--- src/hw/rtl/prm_pkg.sv ---
// Shared constants, codes and types for the pulse rate meter.
package prm_pkg;

  // Field widths
  localparam int TIME_BITS   = 40;
  localparam int SAMPLE_BITS = 12;
  localparam int BEAT_BITS   = 8;
  localparam int TMO_BITS    = 16;
  localparam int BPM_BITS    = 8;
  localparam int CFG_W       = 16;
  localparam int CFG_IDX_W   = 2;

  // Stream payload widths, padded to whole bytes
  localparam int IN_FIELDS_W  = SAMPLE_BITS + TIME_BITS;
  localparam int IN_TDATA_W   = ((IN_FIELDS_W + 7) / 8) * 8;
  localparam int OUT_FIELDS_W = 4 + BPM_BITS;
  localparam int OUT_TDATA_W  = ((OUT_FIELDS_W + 7) / 8) * 8;

  // Time scale constants
  localparam longint US_PER_MIN = 60000000;
  localparam int     US_PER_MS  = 1000;

  // Numerator beats_needed * 60e6 fits in 34 bits; the timeout limit in 26 bits
  localparam int NUM_BITS = 34;
  localparam int LIM_BITS = 26;

  // Divisor is the duration pre-shifted by the quotient width
  localparam int D_BITS    = TIME_BITS + BPM_BITS;
  localparam int STEP_BITS = 4;
  localparam int CNT_BITS  = $clog2(TIME_BITS);

  // Register indexes on the configuration port
  typedef enum logic [CFG_IDX_W-1:0] {
    REG_THRESHOLD    = 2'd0,
    REG_BEATS_NEEDED = 2'd1,
    REG_TMO_MS       = 2'd2,
    REG_LED_ENABLE   = 2'd3
  } reg_idx_t;

  // Sequencer states
  typedef enum logic [3:0] {
    S_IDLE   = 4'b0001,
    S_SERIAL = 4'b0010,
    S_DIVIDE = 4'b0100,
    S_FINISH = 4'b1000
  } state_t;

endpackage

--- src/hw/rtl/pulse_rate_meter.sv ---
// Pulse rate meter: edge detection, bit-serial timing and a serial rate divider.

// Each accepted sample produces exactly one result beat. A sample seen while no
// measurement runs and without the start flag skips the serial pass and goes
// straight to the finish state. A measuring sample runs a bit-serial pass over
// the 40-bit timestamp, one bit per cycle, that forms the time since the last
// pulse start and the time since the first rise, and compares the first
// against the timeout limit in microseconds.
// The sample that completes a measurement adds a restoring divider of one
// quotient bit per cycle. A finished result waits in the output register
// while the next sample is already being processed. Configuration is written
// through cfg_we/cfg_index/cfg_data and must only change while no sample is
// in flight.
module pulse_rate_meter (
  input  logic                             clk,
  input  logic                             rst,
  // Configuration write port
  input  logic                             cfg_we,
  input  logic [prm_pkg::CFG_IDX_W-1:0]    cfg_index,
  input  logic [prm_pkg::CFG_W-1:0]        cfg_data,
  // Sample stream
  input  logic                             s_axis_tvalid,
  output logic                             s_axis_tready,
  // tdata: sample[11:0], time_us[51:12], zero padding above
  input  logic [prm_pkg::IN_TDATA_W-1:0]   s_axis_tdata,
  // tuser: start_req
  input  logic                             s_axis_tuser,
  // Result stream
  output logic                             m_axis_tvalid,
  input  logic                             m_axis_tready,
  // tdata: led[0], active[1], done_res[2], timed_out[3], bpm[11:4], zero above
  output logic [prm_pkg::OUT_TDATA_W-1:0]  m_axis_tdata
);

  localparam int TB = prm_pkg::TIME_BITS;

  // Configuration registers
  logic [prm_pkg::SAMPLE_BITS-1:0] threshold;
  logic [prm_pkg::BEAT_BITS-1:0]   beats_needed;
  logic [prm_pkg::TMO_BITS-1:0]    tmo_ms;
  logic                            led_enable;

  // Measurement state
  logic                            measuring;
  logic                            in_pulse;
  logic [prm_pkg::BEAT_BITS-1:0]   beat_count;
  logic [TB-1:0]                   first_rise_time;
  logic                            first_rise_seen;
  logic [TB-1:0]                   timeout_reference;
  logic                            led_level;

  // Sequencer and serial datapath
  prm_pkg::state_t                 state;
  logic [prm_pkg::CNT_BITS-1:0]    bit_cnt;
  logic [TB-1:0]                   now_sr;
  logic [TB-1:0]                   lim_sr;
  logic                            brw_el;
  logic                            brw_du;
  logic                            gt;
  logic                            nz;

  // Divider
  logic [prm_pkg::NUM_BITS-1:0]    rem;
  logic [prm_pkg::D_BITS-1:0]      dvs;
  logic [prm_pkg::STEP_BITS-1:0]   step;
  logic [prm_pkg::BPM_BITS-1:0]    quo;

  // Result under construction and the output register
  logic                            r_active;
  logic                            r_done;
  logic                            r_tout;
  logic [prm_pkg::BPM_BITS-1:0]    r_bpm;
  logic                            o_led;
  logic                            o_active;
  logic                            o_done;
  logic                            o_tout;
  logic [prm_pkg::BPM_BITS-1:0]    o_bpm;

  // Input field unpacking
  logic [prm_pkg::SAMPLE_BITS-1:0] in_sample;
  logic [TB-1:0]                   in_time;
  logic                            in_accept;

  assign in_sample = s_axis_tdata[prm_pkg::SAMPLE_BITS-1:0];
  assign in_time   = s_axis_tdata[prm_pkg::IN_FIELDS_W-1:prm_pkg::SAMPLE_BITS];
  assign s_axis_tready = (state == prm_pkg::S_IDLE);
  assign in_accept = s_axis_tvalid && s_axis_tready;

  // Start handling and edge detection applied at the accepting edge
  logic                            meas_acc;
  logic                            pulse_acc;
  logic [prm_pkg::BEAT_BITS-1:0]   count_acc;
  logic [TB-1:0]                   rise_acc;
  logic                            seen_acc;
  logic [TB-1:0]                   tref_acc;
  logic                            led_acc;
  logic                            hit;

  always_comb begin
    meas_acc  = s_axis_tuser || measuring;
    pulse_acc = s_axis_tuser ? 1'b0 : in_pulse;
    count_acc = s_axis_tuser ? '0 : beat_count;
    rise_acc  = s_axis_tuser ? '0 : first_rise_time;
    seen_acc  = s_axis_tuser ? 1'b0 : first_rise_seen;
    tref_acc  = s_axis_tuser ? in_time : timeout_reference;
    led_acc   = s_axis_tuser ? 1'b0 : led_level;
    hit       = (in_sample >= threshold);
    if (meas_acc) begin
      if (!pulse_acc && hit) begin
        led_acc = led_enable;
        if (!seen_acc) begin
          rise_acc = in_time;
          seen_acc = 1'b1;
        end
        pulse_acc = 1'b1;
        tref_acc  = in_time;
      end else if (pulse_acc && !hit) begin
        led_acc   = 1'b0;
        pulse_acc = 1'b0;
        if (count_acc != '1) begin
          count_acc = count_acc + 1'b1;
        end
      end
    end
  end

  // One bit of both subtractions and of the timeout compare, LSB first
  logic el_bit;
  logic du_bit;
  logic brw_el_next;
  logic brw_du_next;
  logic gt_next;
  logic nz_next;

  always_comb begin
    el_bit      = now_sr[0] ^ timeout_reference[0] ^ brw_el;
    brw_el_next = (~now_sr[0] & timeout_reference[0]) |
                  (~(now_sr[0] ^ timeout_reference[0]) & brw_el);
    du_bit      = now_sr[0] ^ first_rise_time[0] ^ brw_du;
    brw_du_next = (~now_sr[0] & first_rise_time[0]) |
                  (~(now_sr[0] ^ first_rise_time[0]) & brw_du);
    gt_next     = (el_bit & ~lim_sr[0]) | (gt & ~(el_bit ^ lim_sr[0]));
    nz_next     = nz | du_bit;
  end

  // Constant-factor products: timeout limit and rate numerator
  logic [prm_pkg::LIM_BITS-1:0] lim_full;
  logic [prm_pkg::NUM_BITS-1:0] num_full;

  assign lim_full = prm_pkg::LIM_BITS'(tmo_ms) *
                    prm_pkg::LIM_BITS'(prm_pkg::US_PER_MS);
  assign num_full = prm_pkg::NUM_BITS'(beats_needed) *
                    prm_pkg::NUM_BITS'(prm_pkg::US_PER_MIN);

  // Divider trial subtraction
  logic div_ge;

  assign div_ge = (prm_pkg::D_BITS'(rem) >= dvs);

  // Configuration writes
  always_ff @(posedge clk) begin
    if (rst) begin
      threshold    <= prm_pkg::SAMPLE_BITS'(2048);
      beats_needed <= prm_pkg::BEAT_BITS'(10);
      tmo_ms       <= prm_pkg::TMO_BITS'(5000);
      led_enable   <= 1'b1;
    end else if (cfg_we) begin
      unique case (prm_pkg::reg_idx_t'(cfg_index))
        prm_pkg::REG_THRESHOLD:    threshold    <= cfg_data[prm_pkg::SAMPLE_BITS-1:0];
        prm_pkg::REG_BEATS_NEEDED: beats_needed <= cfg_data[prm_pkg::BEAT_BITS-1:0];
        prm_pkg::REG_TMO_MS:       tmo_ms       <= cfg_data[prm_pkg::TMO_BITS-1:0];
        prm_pkg::REG_LED_ENABLE:   led_enable   <= cfg_data[0];
        default: ;
      endcase
    end
  end

  // Sequencer with measurement state
  always_ff @(posedge clk) begin
    if (rst) begin
      state             <= prm_pkg::S_IDLE;
      measuring         <= 1'b0;
      in_pulse          <= 1'b0;
      beat_count        <= '0;
      first_rise_time   <= '0;
      first_rise_seen   <= 1'b0;
      timeout_reference <= '0;
      led_level         <= 1'b0;
      bit_cnt           <= '0;
      step              <= '0;
      m_axis_tvalid     <= 1'b0;
    end else begin
      // The finish state reloads the output register itself
      if (m_axis_tvalid && m_axis_tready && state != prm_pkg::S_FINISH) begin
        m_axis_tvalid <= 1'b0;
      end
      unique case (state)
        prm_pkg::S_IDLE: begin
          if (in_accept) begin
            measuring         <= meas_acc;
            in_pulse          <= pulse_acc;
            beat_count        <= count_acc;
            first_rise_time   <= rise_acc;
            first_rise_seen   <= seen_acc;
            timeout_reference <= tref_acc;
            led_level         <= led_acc;
            now_sr            <= in_time;
            lim_sr            <= TB'(lim_full);
            brw_el            <= 1'b0;
            brw_du            <= 1'b0;
            gt                <= 1'b0;
            nz                <= 1'b0;
            bit_cnt           <= '0;
            r_active          <= meas_acc;
            r_done            <= 1'b0;
            r_tout            <= 1'b0;
            r_bpm             <= '0;
            state             <= meas_acc ? prm_pkg::S_SERIAL : prm_pkg::S_FINISH;
          end
        end
        prm_pkg::S_SERIAL: begin
          // Rotate the stored times so they are intact after the pass
          timeout_reference <= {timeout_reference[0], timeout_reference[TB-1:1]};
          first_rise_time   <= {first_rise_time[0], first_rise_time[TB-1:1]};
          now_sr            <= {du_bit, now_sr[TB-1:1]};
          lim_sr            <= {1'b0, lim_sr[TB-1:1]};
          brw_el            <= brw_el_next;
          brw_du            <= brw_du_next;
          gt                <= gt_next;
          nz                <= nz_next;
          bit_cnt           <= bit_cnt + 1'b1;
          if (bit_cnt == prm_pkg::CNT_BITS'(TB - 1)) begin
            if (gt_next) begin
              // Timeout wins over completion
              led_level <= 1'b0;
              measuring <= 1'b0;
              r_done    <= 1'b1;
              r_tout    <= 1'b1;
              state     <= prm_pkg::S_FINISH;
            end else if (beat_count >= beats_needed) begin
              measuring <= 1'b0;
              r_done    <= 1'b1;
              if (!nz_next) begin
                // Zero duration: full scale unless no beats were asked for
                r_bpm <= (beats_needed != '0) ? '1 : '0;
                state <= prm_pkg::S_FINISH;
              end else begin
                rem   <= num_full;
                dvs   <= {du_bit, now_sr[TB-1:1], prm_pkg::BPM_BITS'(0)};
                step  <= prm_pkg::STEP_BITS'(prm_pkg::BPM_BITS);
                state <= prm_pkg::S_DIVIDE;
              end
            end else begin
              state <= prm_pkg::S_FINISH;
            end
          end
        end
        prm_pkg::S_DIVIDE: begin
          // One restoring quotient bit per cycle, most significant first
          if (div_ge) begin
            rem <= rem - dvs[prm_pkg::NUM_BITS-1:0];
          end
          dvs  <= {1'b0, dvs[prm_pkg::D_BITS-1:1]};
          step <= step - 1'b1;
          if (step == prm_pkg::STEP_BITS'(prm_pkg::BPM_BITS)) begin
            quo <= '0;
            if (div_ge) begin
              // Quotient of 256 or more saturates
              r_bpm <= '1;
              state <= prm_pkg::S_FINISH;
            end
          end else begin
            quo <= {quo[prm_pkg::BPM_BITS-2:0], div_ge};
            if (step == '0) begin
              r_bpm <= {quo[prm_pkg::BPM_BITS-2:0], div_ge};
              state <= prm_pkg::S_FINISH;
            end
          end
        end
        prm_pkg::S_FINISH: begin
          // Hand the result to the output register once it is free
          if (!m_axis_tvalid || m_axis_tready) begin
            o_led         <= led_level && led_enable;
            o_active      <= r_active;
            o_done        <= r_done;
            o_tout        <= r_tout;
            o_bpm         <= r_bpm;
            m_axis_tvalid <= 1'b1;
            state         <= prm_pkg::S_IDLE;
          end
        end
        default: state <= prm_pkg::S_IDLE;
      endcase
    end
  end

  // Result packing
  assign m_axis_tdata = prm_pkg::OUT_TDATA_W'({o_bpm, o_tout, o_done, o_active, o_led});

`ifndef SYNTHESIS
  // A sample that neither starts nor continues a measurement skips the serial pass
  a_idle_skip: assert property (@(posedge clk) disable iff (rst)
    in_accept && !s_axis_tuser && !measuring |=> state == prm_pkg::S_FINISH)
    else $error("ignored sample entered the serial pass");

  // A timeout result always reports completion and a zero rate
  a_tout_zero: assert property (@(posedge clk) disable iff (rst)
    m_axis_tvalid && o_tout |-> o_done && o_bpm == '0)
    else $error("timeout result with nonzero rate or without done");

  // Completion is only reported for a sample inside a measurement
  a_done_active: assert property (@(posedge clk) disable iff (rst)
    m_axis_tvalid && o_done |-> o_active)
    else $error("done reported for an inactive sample");

  // The serial pass never runs past the timestamp width
  a_cnt_range: assert property (@(posedge clk) disable iff (rst)
    state == prm_pkg::S_SERIAL |-> bit_cnt <= prm_pkg::CNT_BITS'(TB - 1))
    else $error("serial bit counter out of range");
`endif

endmodule
--- config.mk ---
export PLATFORM = sky130hd
export DESIGN_NAME = pulse_rate_meter
export DESIGN_NICKNAME = d
export VERILOG_FILES = /design/src/hw/rtl/prm_pkg.sv /design/src/hw/rtl/pulse_rate_meter.sv
export SDC_FILE = /design/constraint.sdc
export NUM_CORES = 1
export LEC_CHECK = 0
export ABC_AREA = 1
export BUFFER_PORTS_ARGS = -buffer_cell sky130_fd_sc_hd__buf_2
export CAP_MARGIN = 20
export CORE_UTILIZATION = 40
export DETAILED_ROUTE_END_ITERATION = 10
export PLACE_DENSITY = 0.66
export SLEW_MARGIN = 20
export SYNTH_ARGS = -nofsm -noshare
export SYNTH_HDL_FRONTEND = slang
export SYNTH_SLANG_ARGS = --single-unit
--- constraint.sdc ---
create_clock -name clk -period 16.01 [get_ports clk]
set_clock_uncertainty 0.2 [all_clocks]
set_input_delay 2.4015 -clock clk [delete_from_list [all_inputs] [get_ports clk]]
set_output_delay 2.4015 -clock clk [all_outputs]
set_load 0.1 [all_outputs]
==> results of run 1 <==
-- final timing paths --
check,cells past startpoint,to,from
setup reg to reg,18,lim_sr[22]$_DFFE_PP_,tmo_ms[0]$_SDFFE_PP0P_
hold reg to reg,0,o_bpm[4]$_DFFE_PP_,r_bpm[4]$_DFFE_PP_
setup / recovery,12,r_done$_DFFE_PP_,s_axis_tvalid
hold / removal,0,o_bpm[4]$_DFFE_PP_,r_bpm[4]$_DFFE_PP_
-- stage by stage --
step | instance area, µm² | power [µW] | setup WS, ns | std cells
after floorplan | 22930 | 2063 | 9.731 | 2921
after global placement | 23890 | 2349 | 9.583 | 3655
after detailed placement | 23890 | 2362 | 9.590 | 3655
after CTS | 25170 | 3267 | 10.18 | 3725
after global routing | 25170 | 3494 | 9.888 | 3726
final | 25170 | 3239 | 10.28 | 3726
-- registers in the layout (all words and copies together) (netlist names), 4 cells and up --
register	count
step	4
state	4
threshold	12
dvs	48
quo	7
lim_sr	26
first_rise_time	40
timeout_reference	40
beat_count	8
rem	34
tmo_ms	16
bit_cnt	6
now_sr	40
r_bpm	8
beats_needed	8
o_bpm	8
-- kinds of logic after synthesis --
family,Yosys count,synth area share [%]
flip-flops,326,36.43
adder cells (fa/ha/maj),261,16.94
AO/OA/AOI/OAI,694,16.69
buffers and inverters,677,11.65
multiplexers,1,0.04368
XOR/XNOR,20,0.7645
AND/OR/NAND/NOR,938,17.46
other,1,0.01637
-- synthesized netlist by cell type (12+ instances only) --
master and count:
edfxtp_1 182, nor2_1 156, a21oi_1 258, o22ai_1 81, o21ai_0 248, nor3_1 23
inv_1 524, fa_1 82, buf_1 15, buf_4 16, ha_1 179, xnor2_1 12
clkbuf_1 62, buf_2 29, o211ai_1 50, nand4_1 24, nand3_1 190, inv_2 17
o21bai_1 12, nand2_1 506, dfxtp_1 144
-- report_power, final --
| group | leakage [µW] | switching [µW] | internal (µW) |
|---|---|---|---|
| Sequential | 0.00284 | 40.7 | 1050 |
| Combinational | 0.00748 | 839 | 414 |
| Clock | 0.000631 | 371 | 525 |
-- layer usage --
metal,vias to the layer above,GRT usage (%)
li1,9701,-
met1,8842,27.32
met2,411,31.17
met3,79,2.530
met4,0,6.310
met5,-,0
-- cell type report --
cell class | count | area share [%]
diodes | 1 | 0.009940
clock buffers | 46 | 4.061
clock inverters | 24 | 1.019
inverters | 551 | 8.231
multi-input cells | 1918 | 47.53
flip-flops and latches | 326 | 33.16
well taps | 756 | 3.757
repair buffers | 104 | 2.227
-- cell usage in the layout, fill, tap and decap left out, types with 11 or more instances in the layout --
cell | synthesis | layout
nor3_1 | 23 | 21
nand4_1 | 24 | 24
o211ai_1 | 50 | 50
inv_2 | 17 | 16
ha_1 | 179 | 179
xnor2_1 | 12 | 12
buf_2 | 29 | 88
o22ai_1 | 81 | 81
o21ai_0 | 248 | 248
a21oi_1 | 258 | 258
nand3_1 | 190 | 189
inv_1 | 524 | 524
clkinv_1 | 9 | 11
clkinv_2 | 0 | 12
edfxtp_1 | 182 | 182
nor2_1 | 156 | 155
clkbuf_16 | 0 | 39
dfxtp_1 | 144 | 144
o21bai_1 | 12 | 12
nand2_1 | 506 | 504
fa_1 | 82 | 82
buf_4 | 16 | 16
-- worst max-delay path, delay by kind of cell --
family,cells,cell delay [ns]
buf+inv,8,2.88
simple gates,4,0.47
==> results by group, run 1 <==
CTS
  • TritonCTS clock tree: yes
  • Clk Latency, worst-skew pair: 0.57 ns
  • # H-tree levels: 2
  • Worst-path clk slew: 0.06 ns
  • CTS Root Cell: clkbuf_16
  • PostCTS Resize Cnt: 0
  • # hold bufs at CTS: 0
  • Clock Tree Buf Depth: 3
  • TritonCTS Buffers: 38
  • Setup bufs post-CTS: 0
  • CTS Sinks: 326

STA
  • Final Hold Viols: 0
  • Final critical-path required period: 5.726 ns
  • Sum Neg Setup Slack: 0 ns
  • Worst-margin pin slew: 1.040 ns
  • Rel. slew slack: 30.70%
  • Min Hold Slack: 0.2129 ns
  • RSZ-0062 raised after global routing: no
  • Fin. max-slew vios: 0
  • Final worst-path cycle share: 35.76%
  • Maximum clock frequency: 0.1747 GHz
  • Setup violators final: 0

Finish
  • Final net count: 3280
  • Area of the multi-input gates: 11970 µm²
  • P&R area growth vs syn: 9.861%
  • Post-Route Utilization: 44.56%
  • Layout cell share with drive strength beyond 1: 7.275%
  • Storage cell area: 8348 µm²
  • Fill cells: 5644

Detailed routing
  • WL final: 55780 µm
  • Number of vias per cell: 5.108
  • Detail Route met2 WL: 25060 µm
  • Met3 WL: 2506 µm
  • 1st-iter DRT viols: 1470
  • DRC errors left: 0
  • Wire per inst: 14.97 µm
  • Remaining antenna violation count: 0
  • 1st-pass router iterations: 5
  • Max Used Layer: met4
  • Vias: 19033
  • Met1 wire length: 26730 µm

Run
  • Max-cap violations: 0

Die
  • Placement Rows: 87
  • Die W: 241.3 µm
  • Height of the chip: 241.3 µm
  • Total die area: 58250 µm²
  • Initial Util: 40.56%
  • Core area: 56500 µm²
  • Io pins: 98

Setup path
  • CP Launch Type: input port
  • Worst-path cell chain: buf_2, inv_1, nor2_4, buf_4, inv_2, nand2_2, buf_4, inv_2, nor2_4, buf_4, nand3_1, inv_1
  • Worst reg-to-reg setup slack: 11.03 ns
  • Slowest Stage Delay on Critical Path: 0.72 ns
  • Slowest-stage cell, CP: buf_4
  • Critical Path AT: 5.80 ns
  • Critical path endpoint category: register
  • Worst path required time: 16.08 ns
  • Cell mode on critical path: buf_4
  • Crit-path max FO: 83
  • Critical path type: in2reg

Place
  • Routability cong.: 0.9244
  • HPWL Detailed: 39970 µm
  • I/O Buffers: 89

Yosys
  • Synthesis-stage register bit count: 326
  • Primary FF master, synth: edfxtp_1
  • Area fraction of the dominant cell type after synthesis: 23.85%
  • Seq/Total Area, Yosys: 36.43%
  • Mapped Cells: 2918
  • Area contributors post-synth: edfxtp_1 24%, dfxtp_1 13%, ha_1 9.8%, inv_1 8.6%, nand2_1 8.3%
  • Synth area leader: edfxtp_1
  • Synth async-reset ratio: 0%
  • Post-synth EDFFs: 182
  • Netlist cell types: 54
  • Yosys synthesis warning count: 0
  • Mapped cell area: 22910 µm²
  • Avg Cell Area, Syn: 7.853 µm²

Worst hold path
  • HP Class: reg2reg

Global routing
  • Remaining Overflow, GRT: 0
  • Initial antenna violation count: 1
  • Tot GR Track Use: 19.53%
  • First-pass GRT wire length: 91710 µm
  • Vias in the first global route: 17690
  • Largest net degree at the start of global routing: 115

Power
  • Worst VDD drop: 0.00006571 V
  • Leak: 0.01095 µW
  • P per Cell Area: 128.7 nW/µm²

Outcome
  • Status: finished clean
Note: power is estimated with default switching activity, not from simulation.
==> run 2: changes to the inputs <==
==> constraint.sdc (replaced) <==
create_clock -name clk -period 5.54 [get_ports clk]
set_clock_uncertainty 0.2 [all_clocks]
set_input_delay 0.831 -clock clk [delete_from_list [all_inputs] [get_ports clk]]
set_output_delay 0.831 -clock clk [all_outputs]
set_load 0.1 [all_outputs]
==> results by group, run 2 (same netlist as run 1, synthesis figures left out) <==
STA
  • Fin. max-slew vios: 0 (unchanged)
  • Final critical-path required period: 4.815 ns
  • Setup violators final: 0 (unchanged)
  • Worst-margin pin slew: 1.031 ns (was 1.040 ns)
  • RSZ-0062 raised after global routing: no (unchanged)
  • Sum Neg Setup Slack: 0 ns (unchanged)
  • Maximum clock frequency: 0.2077 GHz
  • Rel. slew slack: 31.27% (was 30.70%)
  • Final Hold Viols: 0 (unchanged)
  • Final worst-path cycle share: 86.92%

Power
  • Combinational Power Share: 38.9% (was 38.7%)
  • Net Sw Frac: 38.60% (about the same)
  • Design internal power: 5687 µW (was 1989 µW)
  • Switching power: 3575 µW (was 1250 µW)
  • Sequential share of power: 34.0% (was 33.7%)
  • Worst VDD drop: 0.0002800 V (was 0.00006571 V)
  • P per Cell Area: 368.0 nW/µm² (was 128.7 nW/µm²)
  • Clock power share: 27.1% (was 27.6%)
  • Leak: 0.01095 µW (about the same)

Setup path
  • Critical path endpoint category: register (unchanged)
  • Slowest-stage cell, CP: fa_1 (was buf_4)
  • Worst path top cell family by delay: adder cells (was buffers and inverters)
  • Critical Path AT: 4.92 ns (was 5.80 ns)
  • Worst path required time: 5.65 ns (was 16.08 ns)
  • Worst Setup SP: tmo_ms[0]$_SDFFE_PP0P_ (was s_axis_tvalid)
  • Critical path type: reg2reg (was in2reg)
  • Crit-path max FO: 6 (was 83)
  • CP Launch Type: register (was input port)
  • Worst reg-to-reg setup slack: 0.72 ns (was 11.03 ns)
  • Worst path bufs/invs: 3 (was 8)
  • Worst-path cell chain: fa_1, fa_1, inv_1, fa_1, fa_1, inv_1, ha_1, a21oi_1, nand2_1, a21oi_1, inv_1, nand2_1, nand2_1, a21oi_2, o21ai_0, or2_0, nand3_1, nand2_1 (was buf_2, inv_1, nor2_4, buf_4, inv_2, nand2_2, buf_4, inv_2, nor2_4, buf_4, nand3_1, inv_1)
  • Slowest Stage Delay on Critical Path: 0.52 ns (was 0.72 ns)
  • Worst R2R Start: tmo_ms[0]$_SDFFE_PP0P_ (unchanged)

Detailed routing
  • Wire per inst: 15.00 µm (was 14.97 µm)
  • DRC errors left: 0 (unchanged)
  • 1st-iter DRT viols: 1445 (was 1470)
  • WL final: 55960 µm (was 55780 µm)
  • Number of vias per cell: 5.151 (was 5.108)
  • 1st-pass router iterations: 5 (unchanged)
  • Remaining antenna violation count: 0 (unchanged)
  • Vias: 19225 (was 19033)

Die
  • Core area: 56500 µm² (unchanged)
  • Initial Util: 40.56% (unchanged)
  • Height of the chip: 241.3 µm (unchanged)
  • Placement Rows: 87 (unchanged)
  • Total die area: 58250 µm² (unchanged)
  • Io pins: 98 (unchanged)
  • Die W: 241.3 µm (unchanged)

CTS
  • CTS Sinks: 326 (unchanged)
  • Setup bufs post-CTS: 0 (unchanged)
  • # H-tree levels: 2 (unchanged)
  • Clock Tree Buf Depth: 3 (unchanged)
  • Clk Latency, worst-skew pair: 0.57 ns (about the same)
  • # hold bufs at CTS: 0 (unchanged)
  • PostCTS Resize Cnt: 0 (unchanged)
  • CTS Root Cell: clkbuf_16 (unchanged)
  • Worst-path clk slew: 0.06 ns (about the same)
  • TritonCTS Buffers: 38 (unchanged)
  • TritonCTS clock tree: yes (unchanged)

Global routing
  • Vias in the first global route: 17898 (was 17690)
  • Remaining Overflow, GRT: 0 (unchanged)
  • First-pass GRT wire length: 92180 µm (was 91710 µm)
  • Tot GR Track Use: 19.46% (was 19.53%)
  • Largest net degree at the start of global routing: 100 (was 115)
  • Initial antenna violation count: 1 (unchanged)

Finish
  • Register with the most flip-flops: dvs (unchanged)
  • Layout cell share with drive strength beyond 1: 7.328% (was 7.275%)
  • Most common cell after layout, fill and taps aside: inv_1 (unchanged)
  • Max reg flops: 48 (unchanged)
  • Final net count: 3286 (was 3280)
  • Final instance area: 25170 µm² (about the same)
  • Most frequent cells in the layout: 524 x inv_1, 504 x nand2_1, 258 x a21oi_1 (unchanged)
  • P&R area growth vs syn: 9.845% (was 9.861%)

Place
  • Routability cong.: 0.9516 (was 0.9244)
  • Area of placed instances: 23930 µm² (was 23890 µm²)
  • I/O Buffers: 89 (unchanged)
  • HPWL Detailed: 39930 µm (was 39970 µm)

Worst hold path
  • Hold path start: r_bpm[4]$_DFFE_PP_ (unchanged)
  • HP Class: reg2reg (unchanged)

Outcome
  • Status: finished clean (unchanged)

Run
  • Max-cap violations: 0 (unchanged)
[run 2: cell count changes in the layout (fill, tap and decap cells not counted)]
cell / previous run / this run
clkbuf_1: 5 / 10
buf_4: 16 / 22
nor3_1: 21 / 22
clkinv_2: 12 / 10
clkbuf_8: 2 / 4
clkinvlp_2: 0 / 1
nor3_2: 3 / 2
inv_6: 2 / 0
bufinv_16: 4 / 2
clkinv_1: 11 / 9
[run 2: area by class of cell]
cell class	count	area [µm²]
Inverter	551	2072
Multi-Input combinational cell	1918	11960
Sequential cell	326	8348
Fill cell	5693	31330
Clock inverter	17	166.4
Timing Repair Buffer	110	605.6
Antenna cell	1	2.502
Clock buffer	53	1069
Tap cell	756	945.9
[run 2: power groups by stage]
| stage | sequential (µW) | clock, µW | combinational, µW |
|---|---|---|---|
| after floorplan | 3200 | 0 | 2760 |
| after global placement | 3190 | 0 | 3570 |
| after detailed placement | 3200 | 0 | 3600 |
| after CTS | 3150 | 2560 | 3630 |
| after global routing | 3180 | 2650 | 4110 |
| final | 3150 | 2510 | 3600 |
[run 2: final timing paths]
path,endpoint,cells after the start
worst max-delay path,lim_sr[22]$_DFFE_PP_,18
worst min-delay path,o_bpm[4]$_DFFE_PP_,0
worst max register to register,lim_sr[22]$_DFFE_PP_,18
worst min register to register,o_bpm[4]$_DFFE_PP_,0
[run 2: worst register-to-register path, cell delays in order (launching register included)]
cell and delay, ns:
dfxtp_1 0.46, fa_1 0.51, fa_1 0.52, inv_1 0.05, fa_1 0.48, fa_1 0.52
inv_1 0.04, ha_1 0.35, a21oi_1 0.21, nand2_1 0.11, a21oi_1 0.17, inv_1 0.09
nand2_1 0.07, nand2_1 0.11, a21oi_2 0.19, o21ai_0 0.13, or2_0 0.22, nand3_1 0.07
nand2_1 0.07
[run 2: metal layers]
layer	vias up	global-route usage, %	part of all wire, %
li1	9707	-	-
met3	72	2.370	4.7
met1	9014	27.14	48
met5	-	0	0
met2	432	31.81	46
met4	0	5.121	1.8
[run 2: through the flow]
stage	util [%]	setup WS [ns]	std cells	total power [µW]	hold slack (ns)
after floorplan	-	0.6337	2921	5962	0.2003
after global placement	42.35	0.7463	3661	6768	0.2040
after detailed placement	42.35	0.7426	3661	6801	0.2045
after CTS	44.54	0.7163	3731	9338	0.2109
after global routing	44.55	0.3840	3732	9941	0.2152
final	44.55	0.7249	3732	9262	0.2134
